`config.mk`:
```
export PLATFORM = sky130hd
export DESIGN_NAME = sorted_priority_queue
export DESIGN_NICKNAME = d
export VERILOG_FILES = /design/src/hdl/spq_pkg.sv /design/src/hdl/spq_ctrl.sv /design/src/hdl/spq_datapath.sv /design/src/hdl/sorted_priority_queue.sv
export SDC_FILE = /design/constraint.sdc
export NUM_CORES = 2
export LEC_CHECK = 0
export BUFFER_PORTS_ARGS = -buffer_cell sky130_fd_sc_hd__buf_4
export CORE_MARGIN = 2
export CORE_UTILIZATION = 50
export CTS_CLUSTER_SIZE = 14
export DETAILED_ROUTE_END_ITERATION = 7
export MAX_ROUTING_LAYER = met4
export PLACE_DENSITY = 0.63
export SETUP_SLACK_MARGIN = 0.5
export SYNTH_ARGS = -nofsm -noshare
export SYNTH_HDL_FRONTEND = slang
export SYNTH_HIERARCHICAL = 1
export SYNTH_SLANG_ARGS = --single-unit
```
`constraint.sdc`:
```
create_clock -name clk -period 8.05 [get_ports clk]
set_input_delay 2.415 -clock clk [delete_from_list [all_inputs] [get_ports clk]]
set_output_delay 2.415 -clock clk [all_outputs]
set_load 0.03 [all_outputs]
```
`src/hdl/spq_pkg.sv`:
```
`timescale 1ns / 1ps

package spq_pkg;

    localparam int CAPACITY = 16;
    localparam int CNT_W    = $clog2(CAPACITY + 1);
    localparam int KEY_W    = 32;

    localparam logic CMD_INSERT = 1'b0;
    localparam logic CMD_REMOVE = 1'b1;

    localparam logic [1:0] ST_OK    = 2'd0;
    localparam logic [1:0] ST_EMPTY = 2'd1;
    localparam logic [1:0] ST_FULL  = 2'd2;

    typedef struct packed {
        logic                    command;
        logic signed [KEY_W-1:0] value;
    } spq_req_t;

    typedef struct packed {
        logic signed [KEY_W-1:0] removed_value;
        logic [1:0]              status;
        logic [4:0]              occupancy;
    } spq_rsp_t;

    // controller -> datapath
    typedef struct packed {
        logic load;  // capture the request
        logic exec;  // apply it and fill the result register
    } spq_ctrl_t;

    typedef enum logic {
        S_IDLE,
        S_EXEC
    } spq_state_t;

endpackage

```
`src/hdl/spq_ctrl.sv`:
```
`timescale 1ns / 1ps

module spq_ctrl
    import spq_pkg::*;
(
    input  logic      clk,
    input  logic      rst_n,
    input  logic      req_valid,
    output logic      req_ready,
    output logic      rsp_valid,
    input  logic      rsp_ready,
    output spq_ctrl_t ctrl
);

    spq_state_t state_reg, state_next;
    logic       rsp_valid_reg, rsp_valid_next;
    logic       slot_free;

    // result register can take a new result this cycle
    assign slot_free = !rsp_valid_reg || rsp_ready;

    always_comb
    begin
        state_next = state_reg;
        case (state_reg)
            S_IDLE:
            begin
                if (req_valid)
                    state_next = S_EXEC;
            end
            S_EXEC:
            begin
                if (slot_free)
                    state_next = S_IDLE;
            end
            default:
            begin
                state_next = S_IDLE;
            end
        endcase
    end

    always_comb
    begin
        req_ready = 1'b0;
        ctrl.exec = 1'b0;
        case (state_reg)
            S_IDLE:
            begin
                req_ready = 1'b1;
            end
            S_EXEC:
            begin
                ctrl.exec = slot_free;
            end
            default:
            begin
                req_ready = 1'b0;
            end
        endcase
        ctrl.load = req_valid && req_ready;
    end

    always_comb
    begin
        if (ctrl.exec)
            rsp_valid_next = 1'b1;
        else if (rsp_ready)
            rsp_valid_next = 1'b0;
        else
            rsp_valid_next = rsp_valid_reg;
    end

    assign rsp_valid = rsp_valid_reg;

    always_ff @(posedge clk or negedge rst_n)
    begin
        if (!rst_n)
        begin
            state_reg     <= S_IDLE;
            rsp_valid_reg <= 1'b0;
        end
        else
        begin
            state_reg     <= state_next;
            rsp_valid_reg <= rsp_valid_next;
        end
    end

endmodule

```
`src/hdl/spq_datapath.sv`:
```
`timescale 1ns / 1ps

module spq_datapath
    import spq_pkg::*;
(
    input  logic      clk,
    input  logic      rst_n,
    input  spq_ctrl_t ctrl,
    input  spq_req_t  req,
    output spq_rsp_t  rsp
);

    spq_req_t                req_reg;
    logic signed [KEY_W-1:0] entry_reg  [CAPACITY];
    logic signed [KEY_W-1:0] entry_next [CAPACITY];
    logic [CNT_W-1:0]        count_reg, count_next;
    spq_rsp_t                rsp_reg, rsp_next;
    logic [CAPACITY-1:0]     le;
    logic                    full, empty;

    assign full  = (count_reg == CNT_W'(CAPACITY));
    assign empty = (count_reg == '0);

    // per-slot compare: occupied and not greater than the new key
    always_comb
    begin
        for (int i = 0; i < CAPACITY; i++)
            le[i] = (CNT_W'(i) < count_reg) && (entry_reg[i] <= req_reg.value);
    end

    always_comb
    begin
        count_next             = count_reg;
        rsp_next.removed_value = '0;
        rsp_next.status        = ST_OK;
        for (int i = 0; i < CAPACITY; i++)
            entry_next[i] = entry_reg[i];

        if (req_reg.command == CMD_INSERT)
        begin
            if (full)
                rsp_next.status = ST_FULL;
            else
            begin
                // slots ahead of the insert point hold, the rest move up one
                entry_next[0] = le[0] ? entry_reg[0] : req_reg.value;
                for (int i = 1; i < CAPACITY; i++)
                begin
                    if (le[i])
                        entry_next[i] = entry_reg[i];
                    else if (le[i-1])
                        entry_next[i] = req_reg.value;
                    else
                        entry_next[i] = entry_reg[i-1];
                end
                count_next = count_reg + 1'b1;
            end
        end
        else
        begin
            if (empty)
                rsp_next.status = ST_EMPTY;
            else
            begin
                rsp_next.removed_value = entry_reg[0];
                for (int i = 0; i < CAPACITY - 1; i++)
                    entry_next[i] = entry_reg[i+1];
                count_next = count_reg - 1'b1;
            end
        end
        rsp_next.occupancy = 5'(count_next);
    end

    always_ff @(posedge clk)
    begin
        if (ctrl.load)
            req_reg <= req;
        if (ctrl.exec)
        begin
            for (int i = 0; i < CAPACITY; i++)
                entry_reg[i] <= entry_next[i];
            rsp_reg <= rsp_next;
        end
    end

    always_ff @(posedge clk or negedge rst_n)
    begin
        if (!rst_n)
            count_reg <= '0;
        else if (ctrl.exec)
            count_reg <= count_next;
    end

    assign rsp = rsp_reg;

endmodule

```
`src/hdl/sorted_priority_queue.sv`:
```
`timescale 1ns / 1ps

// Sorted priority queue: a bounded min-priority queue of up to CAPACITY (16)
// signed 32-bit keys held in ascending order in a register chain. Each request
// is an insert (command 0) or a remove of the smallest key (command 1), and
// each gives exactly one response. Equal keys leave in arrival order. A remove
// on an empty queue answers status 1 with removed_value zero; an insert into a
// full queue is dropped with status 2. occupancy is the count after the
// operation. Both channels are valid/ready; a transfer happens when both are
// high. For each item the request is first captured; then, once the result
// register is free, every slot of the chain compares against the key in
// parallel and the chain and the result register update together. Requests
// are handled one at a time: no new request is taken until the previous one
// has executed, but the next request is captured while the previous
// response still waits in the output register. No clearing pass after reset.

module sorted_priority_queue
    import spq_pkg::*;
(
    input  logic     clk,
    input  logic     rst_n,
    input  logic     req_valid,
    output logic     req_ready,
    input  spq_req_t req,
    output logic     rsp_valid,
    input  logic     rsp_ready,
    output spq_rsp_t rsp
);

    spq_ctrl_t ctrl;

    // sequencing: request capture, execute, response handshake
    spq_ctrl u_ctrl (
        .clk       (clk),
        .rst_n     (rst_n),
        .req_valid (req_valid),
        .req_ready (req_ready),
        .rsp_valid (rsp_valid),
        .rsp_ready (rsp_ready),
        .ctrl      (ctrl)
    );

    // sorted register chain, count and result register
    spq_datapath u_datapath (
        .clk   (clk),
        .rst_n (rst_n),
        .ctrl  (ctrl),
        .req   (req),
        .rsp   (rsp)
    );

endmodule

```
==> Yosys cells after proc, flatten, opt, wreduce, memory -nomap -nowiden <==
Memories as Yosys holds them, arrays and structs flattened.
Cells that the tools add are included.
{ "totals": {"input_bits": 37, "wordCells": 118, "ramBits": 512, "regBits": 79, "output_inout_bits": 41, "memories": 1} }
{ "mem_list": {"columns": ["name", "depth", "word_bits", "rd", "rd_clocked_by_memory_dff", "write_ports", "line", "rtl"], "rows": [
  ["u_datapath.entry_reg", 16, 32, 16, 0, 16, "spq_datapath.sv:14", "logic signed [KEY_W-1:0] entry_reg [CAPACITY];"]
]} }
{ "classes": {"n_reduce_logical": 22, "bitwise": 2, "eq_ne": 1, "addsub": 2, "muxes": 50, "magnitude_cmp": 32} }
{ "ops": {"columns": ["op", "count"], "rows": [
  ["$mux W32", 32],
  ["$mux W480", 2],
  ["$le A32 B32 Y1", 16],
  ["$mux W512", 1],
  ["$lt A4 B5 Y1 const A", 8],
  ["$lt A3 B5 Y1 const A", 4],
  ["$logic_and A1 B1 Y1", 17],
  ["$mux W5", 3],
  ["$lt A1 B5 Y1 const A", 2],
  ["$lt A2 B5 Y1 const A", 2],
  ["$mux W1", 9],
  ["$add A5 B1 Y5 const B", 1],
  ["$eq A5 B5 Y1 const B", 1],
  ["$logic_not A5 Y1", 1],
  ["$sub A5 B1 Y5 const B", 1],
  ["$mux W2", 2],
  ["$not A1 Y1", 2],
  ["$pmux W1 S2", 1],
  ["$reduce_bool A2 Y1", 1],
  ["$reduce_or A2 Y1", 1],
  ["$logic_not A1 Y1", 1],
  ["$logic_or A1 B1 Y1", 1]
]} }

==> Depth between registers and ports, before layout <==
An unclocked memory read counts as a cell.
{ "depth": {"depth_word": 7, "ltp_mapped": 13, "ltp_nobuf": 10} }

==> By module <==
The synthesis kept the hierarchy.
{ "by_module_without_submodules": {"columns": ["mod", "area_per_inst_um2", "seq_area_each_um2", "cells_per_inst", "n_inst"], "rows": [
  ["spq_datapath", 39709.3, 17661.9, 3811, 1],
  ["spq_ctrl", 101.3, 50.0, 9, 1]
]} }

==> Least setup slack after synthesis <==
No wires, ideal clock.
{ "synth_timing": {"path_type": "input to register", "from": "in rsp_ready", "to": "mem u_datapath.entry_reg[12][0] (netlist: u_datapath/entry_reg[1][128]), enable pin", "setup_ps": 470, "slack_ps": 1752, "t_arrival_ps": 5827, "n_path_buf": 2, "path_stages": 6, "required_time_ps": 7580, "path_cell_list": "nand2b_4 > and2_1 > buf_4 > nor2b_1 > clkbuf_1 > a21boi_0"} }
{ "synth_lines": {"columns": ["item", "line", "rtl"], "rows": [
  ["start, declared", "sorted_priority_queue.sv:26", "input logic rsp_ready,"],
  ["end, declared", "spq_datapath.sv:14", null]
]} }

==> reports/qor.csv <==
stage,metric,value,unit
global_routing,antenna_found_initial,1,
global_routing,top_usage_layer,met2,
logic_synthesis,synth-edff-count,584,
global_routing,grtUsageMet2,0.4397,
layout,nFillCells,6862,
logic_synthesis,syn-cell-area,39810,sq um
placed_design,dpl-instance-area,41250,sq um
worst_setup_path,r2r_setup_slack,3.46,ns
clock_network,cts-htree-levels,3,
worst_hold_path,hp-class,reg -> reg,
logic_synthesis,synth_net_count,4372,
worst_hold_path,hold_start,u_ctrl/rsp_valid,
floorplanning,ios,78,
worst_setup_path,critical_path.reg2reg.startpoint,u_datapath/req_reg[31],
routing,avgViaCountPerCell,6.407,
placed_design,place.port_buffers,77,
layout,post_route_cells_drive_above_1_share,0.09010,
pwr,p_leak,16.33,nW
clock_network,cts-hold-fix-buffers,0,
worst_hold_path,hold-path-endpoint,u_ctrl/rsp_valid,
layout,multiInputGateArea,20750,sq um
logic_synthesis,synth.largest_area_cell,sky130_fd_sc_hd__edfxtp_1,
sta,final_hold_viols,0,
sta,final-setup-viol-count,0,
sta,setup_slack,3.462,ns
sta,worst-slew-pin-transition,1.144,ns
global_routing,grt_util_all_layers,0.2827,
logic_synthesis,synth.cells.most_frequent,"sky130_fd_sc_hd__edfxtp_1 (584), sky130_fd_sc_hd__nand2_1 (572), sky130_fd_sc_hd__ha_1 (515)",
global_routing,grt_util_met1,0.3809,
logic_synthesis,postSynthRegisterBits,591,
floorplanning,core-area,78870,sq um
sta,setup_tns,0,ns
logic_synthesis,synth_top_area_frac,0.4405,
clock_network,cts.sink_count,591,
placed_design,finalWeightedCongestion,0.9064,
floorplanning,initial_core_utilization,0.5048,
worst_setup_path,worst_ep_arrival_time,4.86,ns
logic_synthesis,yosys.cell_types.count,69,
layout,register_area,17710,sq um
worst_setup_path,cp-startpoint,u_datapath/req_reg[31],
pwr,irDropWorstVdd,0.1972,mV
pwr,post-layout-total-power,0.01143,W
sta,final_max_slew_viol_count,0,
clock_network,cts_resized,0,
clock_network,clkLatencyLatePin,0.62,ns
routing,drt_drc_violations_left,0,
sta,grt_setup_unrepaired,no,
outcome,run_status,"complete, no violations",
logic_synthesis,ys_warn_count,6,
worst_setup_path,timing.critical_path.fanout_max,33,
floorplanning,num_rows,103,
clock_network,cts_post_setup_buffers_inserted,0,
logic_synthesis,yosys_most_used_dff,sky130_fd_sc_hd__edfxtp_1,
sta,finalCritPeriodShare,0.5699,
layout,finalNetCount,4326,
routing,wirelength,113.4,mm
worst_setup_path,r2r_cells,11,
logic_synthesis,synth_most_common_cell,sky130_fd_sc_hd__edfxtp_1,
routing,via_count,31260,
clock_network,cts-root-buf,sky130_fd_sc_hd__clkbuf_16,
logic_synthesis,synthTopCellsByArea,"sky130_fd_sc_hd__edfxtp_1 (44%), sky130_fd_sc_hd__ha_1 (16%), sky130_fd_sc_hd__o311ai_0 (7.5%), sky130_fd_sc_hd__nand2_1 (5.4%), sky130_fd_sc_hd__nand3_1 (5.3%)",
sta,min_period,4.588,ns
logic_synthesis,synth.avg_cell_area,10.42,sq um
global_routing,total_congestion_overflow_after_global_routing,0,
worst_setup_path,r2r_endpoint,u_datapath/entry_reg[1][151],
sta,worst_clock_skew,0.02756,ns
global_routing,grt_max_degree,176,
layout,max_ffs_per_register,512,
logic_synthesis,async_reset_ff_frac,0.01184,
clock_network,cts_tree,yes,
worst_setup_path,worstSetupEndpointType,flip-flop,
layout,fin_area,43500,sq um
run,max-cap-violations,0,
clock_network,cts.reportedPaths.clkPinSlew,0.06,ns
routing,drtPass1Iterations,5,
floorplanning,die_area,81890,sq um
logic_synthesis,seq_area_frac_synth,0.4449,
routing,ant_nets,0,
placed_design,pre_cts_slack,2.891,ns
sta,slew-limit-headroom,0.2356,
floorplanning,chipWidth,286.2,um
worst_setup_path,timing.critical_path.from_type,flip-flop,
global_routing,grt_pass1_vias,30510,
layout,area_growth,9.278,%
logic_synthesis,post_synth_inst_count,3820,
clock_network,tritoncts.num_buffers,72,
pwr,pwr_density_cell,262.6,nW/um^2
clock_network,clk_path_buf_depth,3,
worst_setup_path,criticalPathCategory,reg -> reg,
placed_design,hpwlAfterDp,80.71,mm
worst_hold_path,whs_path_depth,2,
sta,hold_slack,0.5484,ns
sta,max_freq,218.0,MHz
routing,dr.first_iter.drc_count,2840,
global_routing,globalRouteMet3Util,0.03569,
floorplanning,die_h,286.2,um
routing,drt-wirelength-per-cell,23.24,um
global_routing,global_route_wire_length_before_repair,177.3,mm
worst_setup_path,critPathRequiredTime,8.32,ns
## cell families (layout without fill, tap and decap cells)
group	count (synthesis)	after routing	synth area share
AO/OA/AOI/OAI	941	941	0.1726
XOR/XNOR	3	3	0.0006601
adder cells (fa/ha/maj)	515	515	0.1619
buffers and inverters	347	356	0.03624
flip-flops	591	591	0.4449
multiplexers	113	113	0.02957
other	0	1	0
AND/OR/NAND/NOR	1310	1310	0.1542
## critical path, cell delays in order, from the launching register on
cell,delay (ns)
sky130_fd_sc_hd__edfxtp_1,0.49
sky130_fd_sc_hd__inv_1,0.07
sky130_fd_sc_hd__buf_4,0.25
sky130_fd_sc_hd__ha_1,0.45
sky130_fd_sc_hd__nand4_1,0.28
sky130_fd_sc_hd__nor4_2,0.72
sky130_fd_sc_hd__nand3_1,0.39
sky130_fd_sc_hd__nand2_1,0.23
sky130_fd_sc_hd__o21ba_2,0.20
sky130_fd_sc_hd__nor3_4,0.15
sky130_fd_sc_hd__buf_4,0.60
sky130_fd_sc_hd__a21boi_4,0.40
## cell type report
| type | instances | area share |
|---|---|---|
| Multi-Input combinational cell | 2882 | 0.4769 |
| Sequential cell | 591 | 0.4071 |
| Clock buffer | 103 | 0.04699 |
| Tap cell | 1050 | 0.03020 |
| Timing Repair Buffer | 160 | 0.02819 |
| Inverter | 67 | 0.005781 |
| Clock inverter | 26 | 0.004774 |
| Antenna cell | 1 | 0.00005752 |
## stage by stage
step                      utilization  std cells
after floorplan                     -       3820
after global placement         0.5230       4750
after detailed placement       0.5230       4750
after CTS                      0.5516       4879
after global routing           0.5516       4880
final                          0.5516       4880
## routing by layer
metal,part of all wire,up-vias
met3,0.058,217
met1,0.44,14890
met2,0.46,1040
li1,-,15120
met5,0,-
met4,0.038,0
## where the power goes
group	switching, W	internal (W)	total (W)
clock network	0.00131	0.00186	0.00317
logic	0.00234	0.00125	0.00359
registers	0.000481	0.00418	0.00467
total	0.00413	0.00729	0.0114
## worst max-delay path by stage
stage	slack (ns)	endpoint	cells after the start
4_1_cts	3.56	u_datapath/entry_reg[1][243]	6
3_5_place_dp	2.89	u_datapath/entry_reg[1][249]	6
5_1_grt	3.29	u_datapath/entry_reg[0][210]	11
2_1_floorplan	1.75	u_datapath/entry_reg[1][128]	6
6_report	3.46	u_datapath/entry_reg[1][151]	11
3_3_place_gp	2.94	u_datapath/entry_reg[1][248]	6
## layout by cell type, fill, tap and decap left out, drive strengths merged, types with 62 or more instances in the layout
cell type  instances
edfxtp           584
nand2            572
ha               515
nand3            421
o311ai           374
a21oi            217
buf              160
o21ai            155
nand4            120
clkbuf           103
mux2i             76
inv               68
nor2              62
Power figures use the tool's default switching activity.
